File: src/sv/gsa_pkg.sv
// Shared types and constants for the generational slot allocator.
package gsa_pkg;

	// Field widths of the stream payloads
	localparam int CMD_W = 2;
	localparam int HIDX_W = 8;
	localparam int GEN_W = 32;
	localparam int STS_W = 2;
	localparam int OIDX_W = 4;
	localparam int CFG_W = 5;

	// Command codes
	localparam logic [CMD_W-1:0] CMD_ALLOC = 2'd0;
	localparam logic [CMD_W-1:0] CMD_FREE = 2'd1;
	localparam logic [CMD_W-1:0] CMD_CHECK = 2'd2;

	// Status codes
	localparam logic [STS_W-1:0] STS_OK = 2'd0;
	localparam logic [STS_W-1:0] STS_FULL = 2'd1;
	localparam logic [STS_W-1:0] STS_INVALID = 2'd2;

	// Register map (word index taken from paddr[2])
	localparam logic REG_SLOTS_IN_USE = 1'b0;
	localparam logic [CFG_W-1:0] SLOTS_IN_USE_RST = 5'd16;

	// Sequencer states
	typedef enum logic [1:0] {
		S_IDLE = 2'b01,
		S_EXEC = 2'b10
	} gsa_state_t;

	// Controller to datapath commands
	typedef struct packed {
		logic launch;   // take the item, look up the slot, start the memory read
		logic commit;   // finish the item and load the output register
	} gsa_cmd_t;

	// Datapath to controller status
	typedef struct packed {
		logic out_free; // output register can take a result this cycle
	} gsa_stat_t;

endpackage

File: src/sv/gsa_ctrl.sv
// Sequencer for the slot allocator: lookup cycle, then execute cycle.
module gsa_ctrl (
	input  logic              clk,
	input  logic              arst_n,
	input  logic              in_valid,
	output logic              in_ready,
	input  gsa_pkg::gsa_stat_t stat,
	output gsa_pkg::gsa_cmd_t  cmd
);
	import gsa_pkg::*;

	gsa_state_t state_q;
	gsa_state_t state_d;

	// Next state and commands
	always_comb begin
		state_d = state_q;
		in_ready = 1'b0;
		cmd.launch = 1'b0;
		cmd.commit = 1'b0;
		case (state_q)
			S_IDLE: begin
				in_ready = 1'b1;
				if (in_valid) begin
					cmd.launch = 1'b1;
					state_d = S_EXEC;
				end
			end
			S_EXEC: begin
				if (stat.out_free) begin
					cmd.commit = 1'b1;
					state_d = S_IDLE;
				end
			end
			default: begin
				state_d = S_IDLE;
			end
		endcase
	end

	always_ff @(posedge clk or negedge arst_n) begin
		if (!arst_n) begin
			state_q <= S_IDLE;
		end else begin
			state_q <= state_d;
		end
	end

endmodule

File: src/sv/gsa_datapath.sv
// Slot state, generation memory, first-free search and result register.
module gsa_datapath #(
	parameter int SLOT_COUNT = 16
) (
	input  logic                       clk,
	input  logic                       arst_n,
	input  gsa_pkg::gsa_cmd_t          cmd,
	output gsa_pkg::gsa_stat_t         stat,
	input  logic [gsa_pkg::CMD_W-1:0]  in_command,
	input  logic [gsa_pkg::HIDX_W-1:0] in_handle_index,
	input  logic [gsa_pkg::GEN_W-1:0]  in_handle_generation,
	input  logic [gsa_pkg::CFG_W-1:0]  slots_in_use,
	output logic                       out_valid,
	input  logic                       out_ready,
	output logic [gsa_pkg::STS_W-1:0]  out_status,
	output logic [gsa_pkg::OIDX_W-1:0] out_slot_index,
	output logic [gsa_pkg::GEN_W-1:0]  out_slot_generation
);
	import gsa_pkg::*;

	localparam int IDX_W = (SLOT_COUNT > 1) ? $clog2(SLOT_COUNT) : 1;
	localparam int CMP_W = 9;

	logic [SLOT_COUNT-1:0] alive_q;
	logic [SLOT_COUNT-1:0] written_q;
	logic [GEN_W-1:0]      gen_mem [SLOT_COUNT];

	logic [SLOT_COUNT-1:0] eligible;
	logic                  found;
	logic [IDX_W-1:0]      pick;
	logic                  in_range;
	logic [IDX_W-1:0]      rd_addr;

	// Lookup stage registers
	logic [CMD_W-1:0] cmd_s1;
	logic [GEN_W-1:0] hgen_s1;
	logic             in_range_s1;
	logic             found_s1;
	logic [IDX_W-1:0] addr_s1;
	logic [GEN_W-1:0] rd_gen_s1;
	logic             rd_written_s1;

	// Execute stage logic
	logic [GEN_W-1:0]  gen_cur;
	logic              handle_ok;
	logic [STS_W-1:0]  res_status;
	logic [HIDX_W-1:0] res_idx_ext;
	logic [GEN_W-1:0]  res_gen;
	logic              set_alive;
	logic              clr_alive;

	// Output register
	logic              out_valid_q;
	logic [STS_W-1:0]  out_status_q;
	logic [OIDX_W-1:0] out_idx_q;
	logic [GEN_W-1:0]  out_gen_q;

	// Free slots below the active capacity
	for (genvar g = 0; g < SLOT_COUNT; g++) begin : g_elig
		assign eligible[g] = !alive_q[g] &&
			(CMP_W'(g) < CMP_W'(slots_in_use));
	end

	// Priority encoder: lowest eligible slot wins
	always_comb begin
		found = 1'b0;
		pick = '0;
		for (int i = SLOT_COUNT - 1; i >= 0; i--) begin
			if (eligible[i]) begin
				found = 1'b1;
				pick = IDX_W'(i);
			end
		end
	end

	// Handle index must lie below both the register and the pool size
	assign in_range = (CMP_W'(in_handle_index) < CMP_W'(slots_in_use)) &&
		(CMP_W'(in_handle_index) < CMP_W'(SLOT_COUNT));

	always_comb begin
		if (in_command == CMD_ALLOC) begin
			rd_addr = pick;
		end else if (in_range) begin
			rd_addr = in_handle_index[IDX_W-1:0];
		end else begin
			rd_addr = '0;
		end
	end

	// Lookup registers and registered memory read
	always_ff @(posedge clk) begin
		if (cmd.launch) begin
			cmd_s1 <= in_command;
			hgen_s1 <= in_handle_generation;
			in_range_s1 <= in_range;
			found_s1 <= found;
			addr_s1 <= rd_addr;
			rd_gen_s1 <= gen_mem[rd_addr];
			rd_written_s1 <= written_q[rd_addr];
		end
	end

	// Never-written entries read as generation zero
	assign gen_cur = rd_written_s1 ? rd_gen_s1 : '0;
	assign handle_ok = in_range_s1 && alive_q[addr_s1] && (gen_cur == hgen_s1);

	// Command evaluation
	always_comb begin
		res_status = STS_INVALID;
		res_idx_ext = '0;
		res_gen = '0;
		set_alive = 1'b0;
		clr_alive = 1'b0;
		case (cmd_s1)
			CMD_ALLOC: begin
				if (found_s1) begin
					res_status = STS_OK;
					res_idx_ext = HIDX_W'(addr_s1);
					res_gen = gen_cur;
					set_alive = 1'b1;
				end else begin
					res_status = STS_FULL;
				end
			end
			CMD_FREE: begin
				if (handle_ok) begin
					res_status = STS_OK;
					clr_alive = 1'b1;
				end
			end
			CMD_CHECK: begin
				if (handle_ok) begin
					res_status = STS_OK;
				end
			end
			default: begin
				res_status = STS_INVALID;
			end
		endcase
	end

	// Generation write-back on a valid free
	always_ff @(posedge clk) begin
		if (cmd.commit && clr_alive) begin
			gen_mem[addr_s1] <= gen_cur + GEN_W'(1);
		end
	end

	// Alive and written bits
	always_ff @(posedge clk or negedge arst_n) begin
		if (!arst_n) begin
			alive_q <= '0;
			written_q <= '0;
		end else if (cmd.commit) begin
			if (set_alive) begin
				alive_q[addr_s1] <= 1'b1;
			end
			if (clr_alive) begin
				alive_q[addr_s1] <= 1'b0;
				written_q[addr_s1] <= 1'b1;
			end
		end
	end

	// Result register
	always_ff @(posedge clk or negedge arst_n) begin
		if (!arst_n) begin
			out_valid_q <= 1'b0;
		end else if (cmd.commit) begin
			out_valid_q <= 1'b1;
		end else if (out_ready) begin
			out_valid_q <= 1'b0;
		end
	end

	always_ff @(posedge clk) begin
		if (cmd.commit) begin
			out_status_q <= res_status;
			out_idx_q <= res_idx_ext[OIDX_W-1:0];
			out_gen_q <= res_gen;
		end
	end

	assign stat.out_free = !out_valid_q || out_ready;
	assign out_valid = out_valid_q;
	assign out_status = out_status_q;
	assign out_slot_index = out_idx_q;
	assign out_slot_generation = out_gen_q;

endmodule

File: src/sv/generational_slot_allocator_unit.sv
// Top level of the generational slot allocator: stream ports, APB register, assertions.
// Pool of SLOT_COUNT handles, each slot an alive bit and a 32-bit generation.
// Allocate (0) hands out the lowest free slot below slots_in_use, free (1)
// retires a live handle and bumps its generation, check (2) reports whether a
// handle is live and current. On accept, the first-free priority encoder or
// the handle index addresses the generation memory, whose read data is
// registered; in the execute state the handle is compared, the memory is
// written back and the result register is loaded. The execute state waits
// while the result register holds an untaken transaction. One result per
// command. slots_in_use sits at byte address 0 and resets to 16; write it
// only while the pool is idle. No clearing pass follows reset.
module generational_slot_allocator_unit #(
	parameter int SLOT_COUNT = 16
) (
	input  logic        clk,
	input  logic        arst_n,
	// APB configuration port
	input  logic        psel,
	input  logic        penable,
	input  logic        pwrite,
	input  logic [2:0]  paddr,
	input  logic [31:0] pwdata,
	output logic [31:0] prdata,
	output logic        pready,
	// Command stream
	input  logic        s_tvalid,
	output logic        s_tready,
	input  logic [47:0] s_tdata,  // command[1:0], handle_index[9:2], handle_generation[41:10], zero
	// Result stream
	output logic        m_tvalid,
	input  logic        m_tready,
	output logic [39:0] m_tdata   // status[1:0], slot_index[5:2], slot_generation[37:6], zero
);
	import gsa_pkg::*;

	logic [CFG_W-1:0] slots_in_use_q;
	gsa_cmd_t         cmd;
	gsa_stat_t        stat;
	logic [STS_W-1:0]  out_status;
	logic [OIDX_W-1:0] out_slot_index;
	logic [GEN_W-1:0]  out_slot_generation;

	// Configuration register
	assign pready = 1'b1;

	always_ff @(posedge clk or negedge arst_n) begin
		if (!arst_n) begin
			slots_in_use_q <= SLOTS_IN_USE_RST;
		end else if (psel && penable && pwrite && pready &&
			(paddr[2] == REG_SLOTS_IN_USE)) begin
			slots_in_use_q <= pwdata[CFG_W-1:0];
		end
	end

	assign prdata = (paddr[2] == REG_SLOTS_IN_USE) ? 32'(slots_in_use_q) : '0;

	gsa_ctrl u_ctrl (
		.clk      (clk),
		.arst_n   (arst_n),
		.in_valid (s_tvalid),
		.in_ready (s_tready),
		.stat     (stat),
		.cmd      (cmd)
	);

	gsa_datapath #(
		.SLOT_COUNT (SLOT_COUNT)
	) u_datapath (
		.clk                  (clk),
		.arst_n               (arst_n),
		.cmd                  (cmd),
		.stat                 (stat),
		.in_command           (s_tdata[1:0]),
		.in_handle_index      (s_tdata[9:2]),
		.in_handle_generation (s_tdata[41:10]),
		.slots_in_use         (slots_in_use_q),
		.out_valid            (m_tvalid),
		.out_ready            (m_tready),
		.out_status           (out_status),
		.out_slot_index       (out_slot_index),
		.out_slot_generation  (out_slot_generation)
	);

	assign m_tdata = {2'b00, out_slot_generation, out_slot_index, out_status};

	// One command in flight: no accept in the cycle after an accept
	a_one_in_flight: assert property (@(posedge clk) disable iff (!arst_n)
		(s_tvalid && s_tready) |=> !s_tready)
		else $error("command accepted while previous one still executing");

	// Failed results (pool full or invalid) carry zero index and generation
	a_fail_fields_zero: assert property (@(posedge clk) disable iff (!arst_n)
		(m_tvalid && (m_tdata[1:0] == STS_FULL || m_tdata[1:0] == STS_INVALID))
		|-> (m_tdata[37:2] == '0))
		else $error("non-zero payload on failed result");

	// Only the defined status codes appear
	a_status_code: assert property (@(posedge clk) disable iff (!arst_n)
		m_tvalid |-> (m_tdata[1:0] == STS_OK || m_tdata[1:0] == STS_FULL ||
			m_tdata[1:0] == STS_INVALID))
		else $error("undefined status code");

endmodule

File: config.mk
export PLATFORM = sky130hd
export DESIGN_NAME = generational_slot_allocator_unit
export DESIGN_NICKNAME = d
export VERILOG_FILES = /design/src/sv/gsa_pkg.sv /design/src/sv/gsa_ctrl.sv /design/src/sv/gsa_datapath.sv /design/src/sv/generational_slot_allocator_unit.sv
export SDC_FILE = /design/constraint.sdc
export NUM_CORES = 1
export LEC_CHECK = 0
export BUFFER_PORTS_ARGS = -buffer_cell sky130_fd_sc_hd__buf_2
export CORE_AREA = 2 2 253 255
export CTS_CLUSTER_SIZE = 30
export DETAILED_ROUTE_END_ITERATION = 7
export DIE_AREA = 0 0 255 257
export GPL_TIMING_DRIVEN = 0
export PLACE_DENSITY = 0.61
export RECOVER_POWER = 100
export SYNTH_ARGS = -nofsm -noshare
export SYNTH_HDL_FRONTEND = slang
export SYNTH_SLANG_ARGS = --single-unit
File: constraint.sdc
create_clock -name clk -period 7 [get_ports clk]
set_clock_uncertainty 0.1 [all_clocks]
set_input_delay 0.7 -clock clk [delete_from_list [all_inputs] [get_ports clk]]
set_output_delay 0.7 -clock clk [all_outputs]
set_load 0.02 [all_outputs]
==> flow_summary.toml, run 1 <==
[worst_hold_path]
hold_depth = 1
hold_end = "u_datapath.hgen_s1[13]"
holdCritStartpoint = "s_tdata[23]"
hold_class = "input pin to register"

[route]
firstDrtPassIters = 5
top_layer = "met5"
viasPerCell = 6.027
dr_wl_met2_mm = 39.60
drtIter0Drc = 2312
dr_wl_met3_mm = 8.067
wire_per_inst_microns = 26.77
num_vias = 18960
met1_length_mm = 33.84
ant_nets = 0
wirelength_mm = 84.18
drcViolationCount = 0

[clock_network]
clkTransAtPathRegs_ps = 60
cts_resized = 0
clk_path_buf_depth = 3
post-cts-setup-buffers = 0
cts_root_buf = "clkbuf_16"
clock_sinks = 663
holdBufCountCts = 0
cts_tree = "done"
clk_latency_ps = 620
numCtsBuffers = 71
htreeDepth = 3

[run_status]
status = "complete, but fails checks"
violations = "max-capacitance violations, max-slew violations"

[logic_synthesis]
yosys.area.top_type = "edfxtp_1"
yosys.area_share.simple_pct = 11.48
syn_area_sq_um = 27920
synthArstFlopShare_pct = 6.033
synth_top_family_by_area = "simple AND/OR/NAND/NOR gates"
synth.distinct_cells = 73
muxShareOfSynthArea_pct = 3.549
synthMostInstantiatedCell = "edfxtp_1"
ys_top_cells_by_area = "edfxtp_1 (67%), dfrtp_1 (3.4%), nand2_1 (3.3%), mux2i_1 (2.9%), a2111oi_0 (2.9%)"
synth_common_cells = "edfxtp_1 (623), nand2_1 (245), nand3_1 (134)"
synth_warnings = 0
synth.top_cell.area_share_pct = 67.00
synth-compound-area-share_pct = 9.800
ys_seq_area_share_pct = 70.59
synth_cells = 2014
synth_ff_type = "edfxtp_1"
ys_ff_latch = 663
synth-edff-count = 623
avgSynthCellArea_sq_um = 13.86
synthXorXnorAreaFrac_pct = 1.004
synth_adder_area_share_pct = 0.3495

[worst_setup_path]
reg2reg_slack_ps = 850
slowest_delay_ps = 1530
ff2ff_path_depth = 10
end_kind = "register"
crit_path_start_kind = "register"
r2r-end = "u_datapath.rd_gen_s1[29]"
critPathSlowestCell = "o21ai_0"
crit_path_start = "slots_in_use_q[4]"
path_cells = "clkbuf_1, o2bb2ai_1, o21a_1, nor3b_1, o221a_2, o21ai_0, nor2_1, clkbuf_1, a2111oi_0, and4_1"
worstSetupPathType = "register to register"
worstPathArrival_ps = 6530
worstPathRequired_ps = 7380
crit_top_cell = "clkbuf_1"
worstReg2RegStart = "slots_in_use_q[4]"
crit_path_max_fanout = 10

[pwr]
power.total_mw = 9.132
swShare_pct = 24.13
p_int_mw = 6.929
seqPwrFrac_pct = 50.0
switchingPower_mw = 2.204
p_comb_share_pct = 8.8
p_per_area_nw_per_um2 = 284.4
power_frac_clock_pct = 41.2
vdd_drop_max_uv = 164.7
power.leakage_nw = 11.28

[finish]
areaGrowthSynthToFinish_pct = 15.02
fillers = 5292
multiInputGateArea_sq_um = 7422
final_nets = 2343
antenna_cells = 0
finalNonFillerCells = 3145
fin_util_pct = 51.19
ff_latch_area_sq_um = 19710
final_cell_area_sq_um = 32120
layout-drive-gt1-share_pct = 10.09

[sta]
layout_setup_ws_ps = 850.1
worstMarginPinSlew_ps = 3826
finalSetupTns_ps = 0
max_freq_mhz = 162.6
hold_slack_ps = 166.0
finalCritPeriodShare_pct = 87.86
rsz0062_at_grt = "false"
setup_violations = 0
final_max_slew_viol_count = 346
finalHoldViolations = 0
slew_headroom_pct = -155.1
min_period_ps = 6150

[placement]
dp_hpwl_mm = 57.03
routabilityCongestion = 0.8707
dp_cells = 3019
detailedPlace.worstSlack_ps = 1187
dpl-instance-area_sq_um = 30210
portBuffers = 99

[floorplanning]
pin_count = 165
core.rowCount = 92
die_w_microns = 255
core-area_sq_um = 62740
initial_core_util_pct = 44.51
die_h_microns = 257
die_area_sq_um = 65540

[global_route]
gr-total-overflow = 0
grt_pass1_vias = 18480
antenna_found_initial = 5
grtUsageTotal_pct = 25.47
grt_pass1_wl_mm = 121.4
grt_max_degree = 61

[flow_run]
maxCapViolCount = 18
kinds of logic after synthesis:
kind of cell	count (synthesis)
muxes	92
and+or+nand+nor	648
DFF	663
adders and majority gates	8
buffers and inverters	195
xor gates and xnor gates	32
AOI/OAI and AO/OA	374
other	2
layout by cell type (no fill, tap or decap), drive strengths merged, types with 7 or more instances in the layout:
master	synthesis	final
edfxtp	623	623
clkbuf	97	270
nand2	245	245
nand3	134	134
buf	68	123
a21oi	105	105
a2111oi	91	91
mux2i	81	81
nor2	59	59
and2	47	47
a32oi	45	45
and3	44	44
dfrtp	38	38
inv	30	31
conb	2	30
and4	29	29
a221oi	27	27
clkinv	0	22
xnor2	21	21
o21ai	21	21
nor3	16	16
nor2b	14	14
nand2b	14	14
o21bai	13	13
xor2	11	11
nor4	11	11
nand4	9	9
o22ai	9	9
a21o	8	8
or3	7	7
a22oi	7	7
ha	7	7
power by group through the flow:
stage	sequential [mW]	combinational (mW)	clock (mW)
after CTS	4.55	0.812	3.79
after floorplan	4.61	0.492	0
after detailed placement	4.64	0.807	0
after global routing	4.57	0.862	3.94
final	4.57	0.803	3.76
after global placement	4.64	0.772	0
worst max-delay path by stage:
| stage | endpoint | slack [ps] | depth (start not counted) |
|---|---|---|---|
| floorplan | u_datapath.gen_mem[0][0] | 920 | 6 |
| global placement | u_datapath.gen_mem[4][25] | -2820 | 7 |
| detailed placement | u_datapath.gen_mem[3][30] | 1190 | 11 |
| CTS | u_datapath.gen_mem[12][30] | 1170 | 11 |
| global route | u_datapath.gen_mem[6][5] | 600 | 8 |
| finish | u_datapath.rd_gen_s1[29] | 850 | 10 |
final cells by class:
cell class | instances | area share (%)
sequential | 663 | 61.38
inverter | 30 | 0.3506
timing repair buffer | 131 | 2.291
multi-input combinational | 1184 | 23.11
clock inverter | 29 | 0.9272
clock buffer | 97 | 6.230
buffer | 165 | 2.419
tap | 846 | 3.296
critical path, delay by kind of cell (launching register included):
| kind | cells | cell delay, ps |
|---|---|---|
| flip-flops | 1 | 590 |
| AND/OR/NAND/NOR | 3 | 1100 |
| AO/OA/AOI/OAI | 5 | 3330 |
| buffers and inverters | 2 | 890 |
state kept, by name, indices dropped and copies added, names as in the netlist, named ones only:
name	count
u_datapath.rd_written_s1	1
u_datapath.out_valid	1
u_datapath.cmd_s1	2
slots_in_use_q	5
u_ctrl.state_q	2
u_datapath.rd_gen_s1	32
u_datapath.hgen_s1	32
u_datapath.in_range_s1	1
u_datapath.found_s1	1
u_datapath.out_status	2
u_datapath.addr_s1	4
u_datapath.alive_q	1
u_datapath.out_slot_generation	32
u_datapath.written_q	16
u_datapath.gen_mem	512
u_datapath.out_slot_index	4
routing by layer:
metal	GRT usage (%)	up-vias
met1	34.62	9546
met3	4.764	165
met4	8.577	2
met5	0	-
met2	41.21	1030
li1	-	8212
(Power assumes the default switching activity.)
==> run 2: changes to the inputs <==
==> constraint.sdc (replaced) <==
create_clock -name clk -period 7.4 [get_ports clk]
set_clock_uncertainty 0.1 [all_clocks]
set_input_delay 0.74 -clock clk [delete_from_list [all_inputs] [get_ports clk]]
set_output_delay 0.74 -clock clk [all_outputs]
set_load 0.02 [all_outputs]
==> flow_summary.toml, run 2 (synthesized netlist as in run 1, its figures left out) <==
[run_status]
status = "complete, but fails checks"
violations = "max-capacitance violations, max-slew violations"

[worst_setup_path]
path_buf_inv = 5
worstSetupPathType = "register to register"
path_cells = "clkbuf_1, inv_1, ha_1, nor4_1, nand3_1, a31oi_1, a22o_1, o21ai_0, inv_1, clkbuf_1, nor2_1, clkbuf_1, a2111oi_0, and3_1"
critPathSlowestCell = "a2111oi_0"
crit_family = "buffers and inverters"
crit_path_start_kind = "register"
crit_path_max_fanout = 10
crit_top_cell = "clkbuf_1"
end_kind = "register"
worstPathRequired_ps = 7780
slowest_delay_ps = 790
worstPathArrival_ps = 6670

[sta]
layout_setup_ws_ps = 1109
hold_slack_ps = 207.1
min_period_ps = 6291
rsz0062_at_grt = "false"
final_max_slew_viol_count = 373
slew_headroom_pct = -159.2
max_freq_mhz = 159.0
worstMarginPinSlew_ps = 3888
finalHoldViolations = 0
setup_violations = 0
finalCritPeriodShare_pct = 85.01

[floorplanning]
pin_count = 165
initial_core_util_pct = 44.51
die_h_microns = 257
core.rowCount = 92
die_w_microns = 255
core-area_sq_um = 62740
die_area_sq_um = 65540

[route]
ant_nets = 0
wire_per_inst_microns = 26.74
firstDrtPassIters = 7
viasPerCell = 6.037
drtIter0Drc = 2241
drcViolationCount = 0
wirelength_mm = 84.09
num_vias = 18990

[clock_network]
cts_tree = "done"
clock_sinks = 663
post-cts-setup-buffers = 0
numCtsBuffers = 71
clk_latency_ps = 620
cts_resized = 0
clkTransAtPathRegs_ps = 60
htreeDepth = 3
clk_path_buf_depth = 3
holdBufCountCts = 0
cts_root_buf = "clkbuf_16"

[pwr]
p_comb_share_pct = 8.8
swShare_pct = 24.13
power.total_mw = 8.638
vdd_drop_max_uv = 154.4
power_frac_clock_pct = 41.2
switchingPower_mw = 2.084
power.leakage_nw = 11.25
p_per_area_nw_per_um2 = 269.1
p_int_mw = 6.554
seqPwrFrac_pct = 50.0

[finish]
areaGrowthSynthToFinish_pct = 14.96
layout-drive-gt1-share_pct = 9.787
final_nets = 2343
largest_register = "u_datapath.gen_mem"
fin_util_pct = 51.17
final_cell_mix = "edfxtp_1 (623), nand2_1 (245), clkbuf_1 (198), nand3_1 (134), a21oi_1 (104)"
antenna_cells = 0
mostFrequentLayoutCell = "edfxtp_1"
largest_reg_flops = 512

[global_route]
gr-total-overflow = 0
grt_pass1_wl_mm = 121.4
grtUsageTotal_pct = 25.47
grt_pass1_vias = 18480
antenna_found_initial = 5
grt_max_degree = 61

[placement]
routabilityCongestion = 0.8707
detailedPlace.worstSlack_ps = 1587
dp_hpwl_mm = 57.03
portBuffers = 99

[flow_run]
maxCapViolCount = 18

[worst_hold_path]
hold_class = "input pin to register"
==> run 2: final timing paths <==
| check | startpoint | endpoint | slack [ps] | depth (start not counted) |
|---|---|---|---|---|
| worst max register to register | slots_in_use_q[4] | u_datapath.rd_gen_s1[4] | 1110 | 14 |
| worst min register to register | u_datapath.written_q[8] | u_datapath.written_q[8] | 360 | 1 |
| worst min-delay path | s_tdata[23] | u_datapath.hgen_s1[13] | 210 | 1 |
| min in group asynchronous | arst_n | slots_in_use_q[1] | 720 | 1 |
| max in group asynchronous | arst_n | u_datapath.written_q[0] | 5160 | 1 |
| worst max-delay path | slots_in_use_q[4] | u_datapath.rd_gen_s1[4] | 1110 | 14 |
==> run 2: final cells by class <==
type,count,area [sq um]
buffer,165,774.5
tap,846,1059
clock buffer,97,2001
clock inverter,29,297.8
fill,5298,30630
timing repair buffer,131,723.2
inverter,30,112.6
multi-input combinational,1184,7422
sequential,663,19710
==> run 2: metrics by stage <==
step	cell area [sq um]	instances	TNS [ps]
2_1_floorplan	28030	2042	0
3_3_place_gp	29580	2987	-456920
3_5_place_dp	30210	3019	0
4_1_cts	32510	3145	0
5_1_grt	32100	3145	0
6_report	32100	3145	0
==> run 2: power groups by stage <==
stage | clock network, mW | registers (mW) | logic [mW]
CTS | 3.59 | 4.31 | 0.768
global placement | 0 | 4.39 | 0.730
floorplan | 0 | 4.36 | 0.466
global route | 3.73 | 4.32 | 0.814
detailed placement | 0 | 4.39 | 0.763
finish | 3.56 | 4.32 | 0.758
==> run 2: per-layer routing <==
| layer | up-vias | part of all wire, % | global-route usage [%] |
|---|---|---|---|
| li1 | 8213 | - | - |
| met1 | 9535 | 40 | 34.62 |
| met2 | 1086 | 47 | 41.21 |
| met3 | 151 | 10 | 4.764 |
| met4 | 2 | 3.1 | 8.577 |
| met5 | - | 0.015 | 0 |
